===== config.mk =====
export PLATFORM = sky130hd
export DESIGN_NAME = trace_record_deframe_filter_top
export DESIGN_NICKNAME = d
export VERILOG_FILES = /design/src/rtl/trdf_pkg.sv /design/src/rtl/trace_record_deframe_filter_top.sv
export VERILOG_INCLUDE_DIRS = /design/src /design/src/rtl
export SDC_FILE = /design/constraint.sdc
export NUM_CORES = 1
export LEC_CHECK = 0
export ABC_AREA = 1
export BUFFER_PORTS_ARGS = -buffer_cell sky130_fd_sc_hd__buf_2
export CAP_MARGIN = 20
export CORE_AREA = 4 4 336 338
export CTS_CLUSTER_DIAMETER = 120
export DETAILED_ROUTE_END_ITERATION = 6
export DIE_AREA = 0 0 340 342
export PLACE_DENSITY_LB_ADDON = 0.2
export SYNTH_ARGS = -nofsm -noshare
export SYNTH_HDL_FRONTEND = slang
export SYNTH_SLANG_ARGS = --single-unit

===== constraint.sdc =====
create_clock -name i_clk -period 31 [get_ports i_clk]
set_input_delay 3.1 -clock i_clk [delete_from_list [all_inputs] [get_ports i_clk]]
set_output_delay 3.1 -clock i_clk [all_outputs]
set_load 0.01 [all_outputs]

===== src/rtl/trace_record_deframe_filter_top_defines.svh =====
// assertion macros for the trace record deframe filter
`ifndef TRACE_RECORD_DEFRAME_FILTER_TOP_DEFINES_SVH
`define TRACE_RECORD_DEFRAME_FILTER_TOP_DEFINES_SVH

// same-cycle implication, checked on i_clk outside reset
`define TRDF_ASSERT_IMP(lbl, ante, cons, msg) \
    lbl: assert property (@(posedge i_clk) disable iff (!i_rst_n) (ante) |-> (cons)) \
        else $error(msg);

// next-cycle implication, checked on i_clk outside reset
`define TRDF_ASSERT_NXT(lbl, ante, cons, msg) \
    lbl: assert property (@(posedge i_clk) disable iff (!i_rst_n) (ante) |=> (cons)) \
        else $error(msg);

`endif


===== src/rtl/trdf_pkg.sv =====
// package: constants and types of the trace record deframe filter
package trdf_pkg;

    localparam int TERMS   = 32;
    localparam int TERM_AW = (TERMS > 1) ? $clog2(TERMS) : 1;
    localparam int CNT_W   = TERM_AW + 1;

    localparam int CFG_W   = 8;
    localparam logic CFG_TERM_COUNT = 1'b0;
    localparam logic CFG_START_BYTE = 1'b1;

    localparam logic       CMD_TERM   = 1'b0;
    localparam logic       CMD_WORD   = 1'b1;
    localparam logic [4:0] CLASS_ANY  = 5'd16;
    localparam logic [4:0] CLASS_LOG  = 5'd17;
    localparam logic [3:0] TYPE_LOG   = 4'd12;
    localparam logic [3:0] TYPE_OBJ_LO = 4'd1;
    localparam logic [3:0] TYPE_OBJ_HI = 4'd5;
    localparam int         N_KEEP     = 5;

    typedef struct packed {
        logic        exclude;
        logic [4:0]  cls;
        logic        has_id;
        logic [11:0] id;
        logic [6:0]  level;
    } t_term;

    typedef enum logic [2:0] {
        PH_HEADER  = 3'b001,
        PH_STAMP   = 3'b010,
        PH_PAYLOAD = 3'b100
    } t_phase;

    typedef enum logic [2:0] {
        CT_RUN  = 3'b001,
        CT_WALK = 3'b010,
        CT_PUSH = 3'b100
    } t_ctl;

endpackage


===== src/rtl/trace_record_deframe_filter_top.sv =====
// top level: trace record deframer with a serial include/exclude term filter
//
// input channel (i_in_valid / o_in_ready): one beat is either a filter term
// write (i_command = 0, slot and term fields) or one 32-bit trace word
// (i_command = 1). every beat that does not complete a record is taken.
// the beat that completes a record (stamp word of an empty record, or its
// last payload word) starts the filter: the term memory is read one slot
// a cycle over the first n slots, n being term_count clamped to the table
// depth, and the block takes no beat until the walk and the push are done
// (no walk for record types that the table does not judge, or when n is zero).
// output channel (o_out_valid / i_out_ready): one beat per shown record,
// from an output register loaded on the edge that reopens the input; the
// next record is deframed while it waits.
// if a further record is judged and shown while the receiver still stalls,
// the block holds off the input until the register frees up.
// configuration: i_cfg_we with i_cfg_idx 0 (term_count) or 1 (start_byte), taken at
// once; the user must write only while no record is being judged (not enforced by the block).
// reset (synchronous, active low) returns to header hunt with all holds
// cleared; the term memory keeps whatever it held and must be written
// before use.
`include "trace_record_deframe_filter_top_defines.svh"

module trace_record_deframe_filter_top
    import trdf_pkg::*;
(
    input  logic             i_clk,
    input  logic             i_rst_n,
    // configuration port
    input  logic             i_cfg_we,
    input  logic             i_cfg_idx,
    input  logic [CFG_W-1:0] i_cfg_data,
    // input channel
    input  logic             i_in_valid,
    output logic             o_in_ready,
    input  logic             i_command,
    input  logic [31:0]      i_trace_word,
    input  logic [4:0]       i_term_slot,
    input  logic             i_term_exclude,
    input  logic [4:0]       i_term_class,
    input  logic             i_term_has_id,
    input  logic [11:0]      i_term_id,
    input  logic [6:0]       i_term_level,
    // output channel
    output logic             o_out_valid,
    input  logic             i_out_ready,
    output logic [3:0]       o_rec_type,
    output logic [15:0]      o_meta,
    output logic [31:0]      o_stamp,
    output logic [3:0]       o_word_count,
    output logic [31:0]      o_word_first,
    output logic [31:0]      o_arg_one,
    output logic [31:0]      o_arg_two,
    output logic [31:0]      o_arg_three,
    output logic [31:0]      o_arg_four,
    output logic             o_resynced
);

    // configuration registers
    logic [5:0]  r_term_count;
    logic [7:0]  r_start_byte;

    // deframer state
    t_phase      r_phase;
    logic [3:0]  r_words_left;
    logic [31:0] r_header;
    logic [31:0] r_stamp;
    logic [31:0] r_payload [N_KEEP];
    logic        r_resync;

    // control and filter walk
    t_ctl              r_ctl;
    t_ctl              n_ctl;
    logic [CNT_W-1:0]  r_walk_idx;
    logic              r_rd_vld;
    t_term             r_rd_data;
    logic              r_any_inc;
    logic              r_hit_inc;
    logic              r_hit_exc;

    // term memory, one read port and one write port
    t_term       r_term_mem [TERMS];

    // output register
    logic        r_out_valid;
    logic [3:0]  r_out_type;
    logic [15:0] r_out_meta;
    logic [31:0] r_out_stamp;
    logic [3:0]  r_out_count;
    logic [31:0] r_out_word [N_KEEP];
    logic        r_out_resync;

    logic             in_fire;
    logic             word_fire;
    logic             mem_we;
    logic             rd_en;
    logic             finish;
    logic             judged;
    logic             shown;
    logic             out_free;
    logic [CNT_W-1:0] walk_n;
    logic [3:0]       hdr_len;
    logic [3:0]       hdr_type;
    logic [15:0]      hdr_meta;
    logic [3:0]       pay_idx;
    t_term            wr_term;

    // does one term hit the record held in the header register
    function automatic logic term_hits(input t_term t, input logic [3:0] typ,
                                       input logic [15:0] meta);
        logic hit;
        if (t.cls == CLASS_ANY) begin
            hit = 1'b1;
        end else if (typ == TYPE_LOG) begin
            hit = (t.cls == CLASS_LOG) && (meta <= {9'd0, t.level});
        end else if (t.cls != {1'b0, meta[15:12]}) begin
            hit = 1'b0;
        end else if (t.has_id) begin
            hit = (t.id == meta[11:0]);
        end else begin
            hit = 1'b1;
        end
        return hit;
    endfunction

    assign hdr_len  = r_header[11:8];
    assign hdr_type = r_header[15:12];
    assign hdr_meta = r_header[31:16];
    assign pay_idx  = hdr_len - r_words_left;

    // only object and log records consult the table
    assign judged = ((hdr_type >= TYPE_OBJ_LO) && (hdr_type <= TYPE_OBJ_HI))
                    || (hdr_type == TYPE_LOG);

    // counts above the table depth are clamped
    assign walk_n = (32'(r_term_count) > TERMS) ? CNT_W'(TERMS) : CNT_W'(r_term_count);

    assign o_in_ready = (r_ctl == CT_RUN);
    assign in_fire    = i_in_valid && o_in_ready;
    assign word_fire  = in_fire && (i_command == CMD_WORD);
    assign mem_we     = in_fire && (i_command == CMD_TERM) && (32'(i_term_slot) < TERMS);
    assign rd_en      = (r_ctl == CT_WALK) && (r_walk_idx < walk_n);

    // record completes on the stamp of an empty record or the last payload word
    assign finish = word_fire && (((r_phase == PH_STAMP) && (hdr_len == 4'd0))
                                  || ((r_phase == PH_PAYLOAD) && (r_words_left == 4'd1)));

    assign shown    = !r_hit_exc && (!r_any_inc || r_hit_inc);
    assign out_free = !r_out_valid || i_out_ready;

    assign wr_term = '{exclude: i_term_exclude, cls: i_term_class, has_id: i_term_has_id,
                       id: i_term_id, level: i_term_level};

    // configuration writes
    always_ff @(posedge i_clk) begin
        if (!i_rst_n) begin
            r_term_count <= '0;
            r_start_byte <= '0;
        end else if (i_cfg_we) begin
            unique case (i_cfg_idx)
                CFG_TERM_COUNT: r_term_count <= i_cfg_data[5:0];
                CFG_START_BYTE: r_start_byte <= i_cfg_data[7:0];
                default: ;
            endcase
        end
    end

    // term memory: writes only while running, reads only while walking
    always_ff @(posedge i_clk) begin
        if (mem_we) begin
            r_term_mem[TERM_AW'(i_term_slot)] <= wr_term;
        end
        if (rd_en) begin
            r_rd_data <= r_term_mem[r_walk_idx[TERM_AW-1:0]];
        end
    end

    // deframer
    always_ff @(posedge i_clk) begin
        if (!i_rst_n) begin
            r_phase      <= PH_HEADER;
            r_words_left <= '0;
            r_header     <= '0;
            r_stamp      <= '0;
            r_resync     <= 1'b0;
            for (int k = 0; k < N_KEEP; k++) begin
                r_payload[k] <= '0;
            end
        end else begin
            if (word_fire) begin
                unique case (r_phase)
                    PH_STAMP: begin
                        r_stamp <= i_trace_word;
                        if (hdr_len == 4'd0) begin
                            r_phase      <= PH_HEADER;
                            r_words_left <= '0;
                        end else begin
                            r_phase      <= PH_PAYLOAD;
                            r_words_left <= hdr_len;
                        end
                    end
                    PH_PAYLOAD: begin
                        if (pay_idx < 4'(N_KEEP)) begin
                            r_payload[pay_idx[2:0]] <= i_trace_word;
                        end
                        r_words_left <= r_words_left - 4'd1;
                        if (r_words_left == 4'd1) begin
                            r_phase <= PH_HEADER;
                        end
                    end
                    default: begin
                        // header hunt
                        if (i_trace_word[7:0] != r_start_byte) begin
                            r_resync <= 1'b1;
                            r_phase  <= PH_HEADER;
                        end else begin
                            r_header     <= i_trace_word;
                            r_phase      <= PH_STAMP;
                            r_words_left <= '0;
                            for (int k = 0; k < N_KEEP; k++) begin
                                r_payload[k] <= '0;
                            end
                        end
                    end
                endcase
            end
            // resync mark belongs to the record just judged
            if ((r_ctl == CT_PUSH) && (out_free || !shown)) begin
                r_resync <= 1'b0;
            end
        end
    end

    // control sequence
    always_comb begin
        n_ctl = r_ctl;
        unique case (r_ctl)
            CT_RUN: begin
                if (finish) begin
                    n_ctl = (judged && (walk_n != '0)) ? CT_WALK : CT_PUSH;
                end
            end
            CT_WALK: begin
                if ((r_walk_idx == walk_n) && !r_rd_vld) begin
                    n_ctl = CT_PUSH;
                end
            end
            CT_PUSH: begin
                if (out_free || !shown) begin
                    n_ctl = CT_RUN;
                end
            end
            default: n_ctl = CT_RUN;
        endcase
    end

    // filter walk: one slot read a cycle, each verdict gathered in the cycle after its read
    always_ff @(posedge i_clk) begin
        if (!i_rst_n) begin
            r_ctl      <= CT_RUN;
            r_walk_idx <= '0;
            r_rd_vld   <= 1'b0;
            r_any_inc  <= 1'b0;
            r_hit_inc  <= 1'b0;
            r_hit_exc  <= 1'b0;
        end else begin
            r_ctl    <= n_ctl;
            r_rd_vld <= rd_en;
            if (finish) begin
                r_walk_idx <= '0;
                r_any_inc  <= 1'b0;
                r_hit_inc  <= 1'b0;
                r_hit_exc  <= 1'b0;
            end else begin
                if (rd_en) begin
                    r_walk_idx <= r_walk_idx + CNT_W'(1);
                end
                if (r_rd_vld) begin
                    if (!r_rd_data.exclude) begin
                        r_any_inc <= 1'b1;
                    end
                    if (term_hits(r_rd_data, hdr_type, hdr_meta)) begin
                        if (r_rd_data.exclude) begin
                            r_hit_exc <= 1'b1;
                        end else begin
                            r_hit_inc <= 1'b1;
                        end
                    end
                end
            end
        end
    end

    // output register
    always_ff @(posedge i_clk) begin
        if (!i_rst_n) begin
            r_out_valid <= 1'b0;
        end else if ((r_ctl == CT_PUSH) && out_free && shown) begin
            r_out_valid <= 1'b1;
        end else if (i_out_ready) begin
            r_out_valid <= 1'b0;
        end
    end

    always_ff @(posedge i_clk) begin
        if ((r_ctl == CT_PUSH) && out_free && shown) begin
            r_out_type   <= hdr_type;
            r_out_meta   <= hdr_meta;
            r_out_stamp  <= r_stamp;
            r_out_count  <= hdr_len;
            r_out_resync <= r_resync;
            for (int k = 0; k < N_KEEP; k++) begin
                r_out_word[k] <= r_payload[k];
            end
        end
    end

    assign o_out_valid  = r_out_valid;
    assign o_rec_type   = r_out_type;
    assign o_meta       = r_out_meta;
    assign o_stamp      = r_out_stamp;
    assign o_word_count = r_out_count;
    assign o_word_first = r_out_word[0];
    assign o_arg_one    = r_out_word[1];
    assign o_arg_two    = r_out_word[2];
    assign o_arg_three  = r_out_word[3];
    assign o_arg_four   = r_out_word[4];
    assign o_resynced   = r_out_resync;

    // checks
    `TRDF_ASSERT_IMP(a_no_rw_clash, rd_en, !mem_we, "term memory read and write overlap")
    `TRDF_ASSERT_IMP(a_rd_in_walk, r_rd_vld, $past(r_ctl == CT_WALK), "read data outside walk")
    `TRDF_ASSERT_NXT(a_push_loads, (r_ctl == CT_PUSH) && out_free && shown, o_out_valid,
                     "shown record not loaded")
    `TRDF_ASSERT_IMP(a_no_accept_busy, (r_ctl != CT_RUN), !in_fire, "beat taken while judging")

endmodule

---- Yosys cells after proc, flatten, opt, wreduce, memory -nomap -nowiden ----
Memories as Yosys holds them, arrays and structs flattened. A register that Yosys moved wholly into a read port is not among the register bits.
Cells that the tools add are included.
word-level totals
  bits in registers ....................... 157
  bits in latches ......................... 0
  bits in writable memories ............... 1,152
  bits in read-only memories .............. 0
  input bits .............................. 78
  output and inout port bits .............. 219
  logic and storage cells ................. 148
  memories kept ........................... 3
operators by class
  add/sub/neg operators ................... 3
  multiply operators ...................... 0
  div/mod/pow operators ................... 0
  magnitude comparators ................... 6
  equal/unequal tests ..................... 18
  shifts and indexed selects .............. 0
  mux-type cells .......................... 45
  bitwise operators ....................... 11
  reduce and logical (&&, ||, !) cells .... 43
memories
  memory      words  bits a word  read ports  clocked after memory_dff  write ports  line                                   text
  r_term_mem  32     26           1           1                         1            trace_record_deframe_filter_top.sv:81  t_term r_term_mem [TERMS];
  r_out_word  5      32           5           0                         5            trace_record_deframe_filter_top.sv:89  logic [31:0] r_out_word [N_KEEP];
  r_payload   5      32           5           0                         5            trace_record_deframe_filter_top.sv:67  logic [31:0] r_payload [N_KEEP];
operators with widths
  cell                 count
  $mux 32              6
  $reduce_or 32->1     1
  $mux 1               25
  $mux 3               7
  $le 16x7->1          1
  $logic_and 1x1->1    15
  $reduce_and 3->1     5
  $eq 12x12->1         1
  $reduce_and 2->1     6
  $eq 5x5->1 const B   2
  $pmux 3 s3           1
  $mux 4               2
  $ne 2x1->1 const B   4
  $ne 8x8->1           1
  $pmux 4 s2           1
  $add 6x1->6 const B  1
  $eq 3x2->1 const B   2
  $eq 3x3->1 const B   2
  $eq 6x6->1           1
  $gt 6x6->1 const B   1
  $lt 6x6->1           1
  $mux 6               1
  $not 1->1            6
  $pmux 3 s2           1
  18 further kinds     32

---- Depth between registers and ports, before layout ----
Gate-level depths: netlist of the first run.
  depth in word-level cells ............... 9
  depth in mapped cells ................... 14

---- Worst setup path after synthesis of the first run ----
OpenSTA, ideal clock, no wires.
  path type ............................... input to register
  start ................................... in i_out_ready
  end ..................................... reg r_out_meta[0] (netlist: o_meta[0]), enable pin
  library setup time ...................... 798 ps
  arrival time ............................ 12,090 ps
  required time ........................... 30,202 ps
  slack ................................... 18,113 ps
  cell stages on the path ................. 2
  path buffers ............................ 0
  cell sequence ........................... nor2_1 -> nor2_1
between the ends
  longest elaborated chain between the ends .. 3
ends and longest elaborated chain
  element                          line                                    text
  from (decl)                      trace_record_deframe_filter_top.sv:45   input logic i_out_ready,
  $logic_or 1x1->1                 trace_record_deframe_filter_top.sv:148  assign out_free = !r_out_valid || i_out_ready;
  $logic_and 1x1->1 (2 in series)  trace_record_deframe_filter_top.sv:305  if ((r_ctl == CT_PUSH) && out_free && shown) begin
  to (signal assigned)             trace_record_deframe_filter_top.sv:307  r_out_meta <= hdr_meta;
  to (decl)                        trace_record_deframe_filter_top.sv:86   logic [15:0] r_out_meta;
No other way between the ends.
A chain may end at the register's enable or synchronous reset.

==> results of run 1 <==
layout make-up:
cell class,count,area share [%]
Inverter,138,0.912
Multi-Input combinational cell,2000,17.6
Timing Repair Buffer,327,3.14
Clock buffer,174,6.41
Tap cell,1488,3.22
Sequential cell,1327,67.4
Clock inverter,75,1.27
Antenna cell,3,0.0130
metrics by stage:
step | hold slack (ns) | power (uW) | instances
global placement | 0.400 | 2080 | 5277
finish | 0.410 | 3660 | 5532
floorplan | 0.400 | 2040 | 3678
detailed placement | 0.405 | 2080 | 5278
CTS | 0.407 | 3690 | 5527
global route | 0.409 | 3770 | 5529
path summary, 6_finish.rpt:
path / cells past startpoint / to / slack, ns
setup / recovery: 8 / r_payload[4][19]$_SDFFCE_PN0P_ / 25.23
hold / removal: 0 / r_out_word[0][143]$_DFFE_PP_ / 0.41
hold reg to reg: 0 / r_out_word[0][143]$_DFFE_PP_ / 0.41
setup reg to reg: 7 / o_word_count[0]$_DFFE_PP_ / 27.08
logic make-up after synthesis:
| group | count (synthesis) | share of synthesized area (%) |
|---|---|---|
| DFF | 1327 | 77.5 |
| and+or+nand+nor | 1113 | 9.52 |
| AOI/OAI and AO/OA | 851 | 9.28 |
| buffers and inverters | 351 | 2.95 |
| adders and majority gates | 20 | 0.513 |
| xor gates and xnor gates | 16 | 0.279 |
critical path, delay by kind of cell:
family                 cells  cell delay [ns]
buffers and inverters      2             0.71
and+or+nand+nor            6             2.26
placed cells by master, fill, tap and decap left out, types with 72 or more instances in the layout:
| cell type | Yosys | final |
|---|---|---|
| a21oi_1 | 81 | 81 |
| buf_2 | 49 | 296 |
| clkbuf_16 | 0 | 141 |
| dfxtp_1 | 92 | 88 |
| edfxtp_1 | 1235 | 1235 |
| inv_1 | 131 | 131 |
| nand2_1 | 204 | 201 |
| nand3_1 | 72 | 72 |
| nor2_1 | 675 | 642 |
| o211ai_1 | 100 | 100 |
| o21ai_0 | 524 | 521 |
| o22ai_1 | 107 | 107 |
state kept, by name, summed over array words and instances (netlist names):
name          count
o_meta           16
r_rd_vld          1
r_resync          1
r_start_byte      8
o_resynced        1
r_stamp          32
r_hit_inc         1
r_ctl             3
o_out_valid       1
r_hit_exc         1
r_term_mem      832
o_stamp          32
o_word_count      4
r_rd_data        26
r_phase           3
r_payload       160
r_out_word      160
o_rec_type        4
r_header         24
r_walk_idx        6
r_words_left      4
r_term_count      6
r_any_inc         1
layer usage:
metal	vias up	global-route usage, %	wire (microns)
met5	-	0	41
met4	6	6.37	3340
met3	168	4.67	10300
met2	1188	36.0	62800
met1	15100	30.8	55500
li1	14000	-	-
power by group through the flow:
| stage | sequential [uW] | combinational (uW) | clock [uW] |
|---|---|---|---|
| 2_1_floorplan | 2010 | 22.1 | 0 |
| 3_3_place_gp | 2010 | 70.1 | 0 |
| 3_5_place_dp | 2010 | 71.6 | 0 |
| 4_1_cts | 1980 | 71.7 | 1640 |
| 5_1_grt | 1980 | 76.5 | 1720 |
| 6_report | 1980 | 71.6 | 1610 |
==> results.yml, run 1 <==
outcome:
  outcome: "finished clean"
synthesis:
  netlist.area_leader.share_pct: 73.8
  ys_warn_count: 0
  synthArstFlopShare_pct: 0
  synth_edf_count: 1235
  synth_seq_cells: 1327
  ys_seq_area_share_pct: 77.5
  synth_most_common_cell: "edfxtp_1"
  postSynthAreaPerCell_sq_um: 13.7
  synth_area_sq_um: 50300
  yosysTopAreaCell: "edfxtp_1"
  synthTopCellsByCount: "edfxtp_1, nor2_1, o21ai_0"
  synthesis.instances: 3678
  synth_area_leaders: "edfxtp_1, o21ai_0, nor2_1, dfxtp_1, nand2_1"
  syn-num-nets: 3776
  ys.flop_type: "edfxtp_1"
  ys_types: 39
clock_tree:
  clock_latency_ns: 0.74
  cts_tree: "built"
  path_clk_slew_ns: 0.06
  cts_hold_buffers: 0
  ctsResizeCount: 0
  h-tree-depth: 4
  root_buffer: "clkbuf_16"
  post_cts_buffers: 0
  clock_path_buffers: 3
  numCtsBuffers: 139
  cts.sinks: 1327
worst_setup_path:
  timing.rr.start: "r_ctl[2]$_SDFFE_PN0P_"
  crit_arrival_ns: 6.12
  endpoint_kind: "register"
  path_max_fanout: 79
  cp-startpoint: "i_rst_n"
  required_ns: 31.35
  max_stage_delay_ns: 0.99
  start_kind: "primary input"
  path_class: "primary input to register"
  path_cells: "buf_2 -> buf_4 -> nand2_1 -> nor3_2 -> nand3b_1 -> nor2_2 -> nand3_2 -> nand2_2"
  crit_slowest_cell: "nand2_2"
timing:
  tightest_slew_ns: 1.04
  slew_headroom_pct: 30.6
  slew_viol_final: 0
  layout_setup_ws_ns: 25.23
  setup-violations-final: 0
  finalClockSkew_ns: 0.0220
  period_minus_slack_ns: 5.77
  max_freq_ghz: 0.173
  tns_ns: 0
  post-route-period-util_pct: 18.6
  final_hold_viol_count: 0
  rsz0062_at_grt: "no"
cells_and_area:
  fillers: 9150
  area_delta_synth_final_pct: 14.9
  regArea_sq_um: 38900
  nNetsFinal: 4031
  drive_above_1_share_pct: 15.5
  final_area_sq_um: 57700
  final_core_util_pct: 52.5
  multi_input_area_sq_um: 10200
placed_design:
  detailedPlace.worstSlack_ns: 24.41
  dp_hpwl_mm: 80.2
  port_buffers: 296
  dpl_cell_area_sq_um: 53200
  finalWeightedCongestion: 0.846
power_and_ir_drop:
  internal_power_uw: 2920
  irDropWorstVdd_uv: 60.7
  swShare_pct: 20.3
  p_leak_uw: 0.0196
  pwr-share-seq_pct: 53.9
  powerDensity_nw_per_um2: 63.4
  clkPwrFrac_pct: 44.1
  pwr-share-comb_pct: 2.0
  switching_power_uw: 744
floorplanning:
  fp-row-count: 122
  start_util_pct: 45.7
  core_sq_um: 110000
  fp.dieH_microns: 342
  ioPinCount: 297
  fp.dieW_microns: 340
  fp.dieArea_sq_um: 116000
worst_hold_path:
  hold_class: "register to register"
  min_from: "r_payload[4][15]$_SDFFCE_PN0P_"
route:
  ant_nets: 0
  first_pass_iters: 6
  drc: 0
  wirelength_mm: 132
  via_count: 30500
  avgRoutedWirePerCell_microns: 23.9
  viasPerCell: 5.51
  drt_iter0_drc: 2894
global_routing:
  grt_overflow: 0
  antenna_found_initial: 9
  grt_usage_pct: 22.3
  grt_max_degree: 208
  grt_pass1_vias: 28600
  grt_pass1_wl_mm: 192
run:
  cap_violations: 0
No activity file was read; power rests on OpenSTA's default activity.
==> run 2, diff against run 1 <==
==> constraint.sdc (replaced) <==
create_clock -name i_clk -period 5.4 [get_ports i_clk]
set_input_delay 0.54 -clock i_clk [delete_from_list [all_inputs] [get_ports i_clk]]
set_output_delay 0.54 -clock i_clk [all_outputs]
set_load 0.01 [all_outputs]
==> results.yml, run 2 (synthesized netlist as in run 1, its figures left out) <==
outcome:
  outcome: "finished clean"
timing:
  final_hold_viol_count: 0
  tns_ns: 0
  setup-violations-final: 0
  finalClockSkew_ns: 0.0199
  post-route-period-util_pct: 63.6
  tightest_slew_ns: 1.11
  slew_headroom_pct: 25.6
  rsz0062_at_grt: "no"
  fin_hold_ws_ns: 0.0970
  period_minus_slack_ns: 3.43
  max_freq_ghz: 0.291
  slew_viol_final: 0
cells_and_area:
  nNetsFinal: 4059
  area_delta_synth_final_pct: 15.4
  regMostFlops: "r_term_mem"
  drive_above_1_share_pct: 16.0
  reg.largest.list: "r_term_mem (832), r_out_word (160), r_payload (160)"
  final_cell_mix: "edfxtp_1, nor2_1, o21ai_0"
  largest_register_ffs: 832
  layout.cells.non_filler: 5566
  final_common_cell: "edfxtp_1"
  fillers: 9084
floorplanning:
  fp.dieH_microns: 342
  core_sq_um: 110000
  fp.dieW_microns: 340
  fp.dieArea_sq_um: 116000
  start_util_pct: 45.7
  ioPinCount: 297
  fp-row-count: 122
clock_tree:
  cts_tree: "built"
  ctsResizeCount: 0
  cts_hold_buffers: 0
  numCtsBuffers: 138
  path_clk_slew_ns: 0.06
  h-tree-depth: 4
  post_cts_buffers: 0
  clock_path_buffers: 3
  cts.sinks: 1327
  clock_latency_ns: 0.74
  root_buffer: "clkbuf_16"
power_and_ir_drop:
  p_leak_uw: 0.0198
  powerDensity_nw_per_um2: 362
  irDropWorstVdd_uv: 358
route:
  first_pass_iters: 5
  avgRoutedWirePerCell_microns: 24.0
  viasPerCell: 5.51
  via_count: 30700
  wirelength_mm: 134
  ant_nets: 0
  drt_iter0_drc: 3215
  drc: 0
worst_setup_path:
  endpoint_kind: "register"
  r2r_slack_ns: 1.97
  crit_arrival_ns: 3.85
  required_ns: 5.82
  start_kind: "register"
  path_class: "register to register"
  path_max_fanout: 17
global_routing:
  grt_overflow: 0
  grt_pass1_wl_mm: 196
  grt_max_degree: 209
  antenna_found_initial: 19
  grt_usage_pct: 22.6
  grt_pass1_vias: 29400
placed_design:
  dp.cells: 5306
  finalWeightedCongestion: 0.828
  dp_hpwl_mm: 78.6
  port_buffers: 296
worst_hold_path:
  hold_class: "primary input to register"
run:
  cap_violations: 0
[run 2: cell type report]
cell class,instances,area [sq um],area share [%]
multi-input combinational,2000,10200,17.5
tap,1488,1860,3.21
timing repair buffer,356,2080,3.59
clock inverter,70,691,1.19
inverter,138,527,0.908
sequential,1327,38900,67.1
antenna,10,25.0,0.0431
clock buffer,177,3710,6.40
[run 2: stage by stage]
stage | cell area [sq um] | utilization, % | setup slack (ns) | power (uW)
after floorplan | 50300 | - | 0.891 | 11700
after global placement | 53400 | 48.6 | 2.04 | 11900
after detailed placement | 53500 | 48.6 | 1.98 | 11900
after CTS | 57900 | 52.6 | 2.04 | 21200
after global routing | 58000 | 52.7 | 1.82 | 21600
final | 58000 | 52.7 | 1.97 | 21000
[run 2: worst paths after layout]
path                                                endpoint                      startpoint  cells past startpoint
worst max-delay path             r_term_mem[3][19]$_DFFE_PP_           r_ctl[2]$_SDFFE_PN0P_                      8
worst max register to register   r_term_mem[3][19]$_DFFE_PP_           r_ctl[2]$_SDFFE_PN0P_                      8
worst min register to register  r_out_word[0][159]$_DFFE_PP_  r_payload[4][31]$_SDFFCE_PN0P_                      0
worst min-delay path            r_start_byte[7]$_SDFFE_PN0P_                   i_cfg_data[7]                      3
[run 2: metal layers]
metal	vias up	part of all wire, %	GRT usage [%]
met2	1214	48	36.6
met5	-	0.0097	0
met4	2	2.9	7.15
li1	14100	-	-
met1	15200	42	31.0
met3	222	7.7	4.52
[run 2: where the power goes]
part           switching, uW  leakage (uW)  internal, uW
logic                    310       0.00553          70.7
registers               29.1        0.0121         11300
clock network           3930       0.00215          5370
total                   4270        0.0198         16700
[run 2: critical path, cell delays in order, from the launching register on]
cell      delay (ns)
dfxtp_1         0.31
inv_1           0.12
nand3b_4        0.10
clkinv_2        0.09
nand2_1         0.22
nor2_1          0.39
nand3_1         0.53
nor2_4          0.96
buf_4           0.38
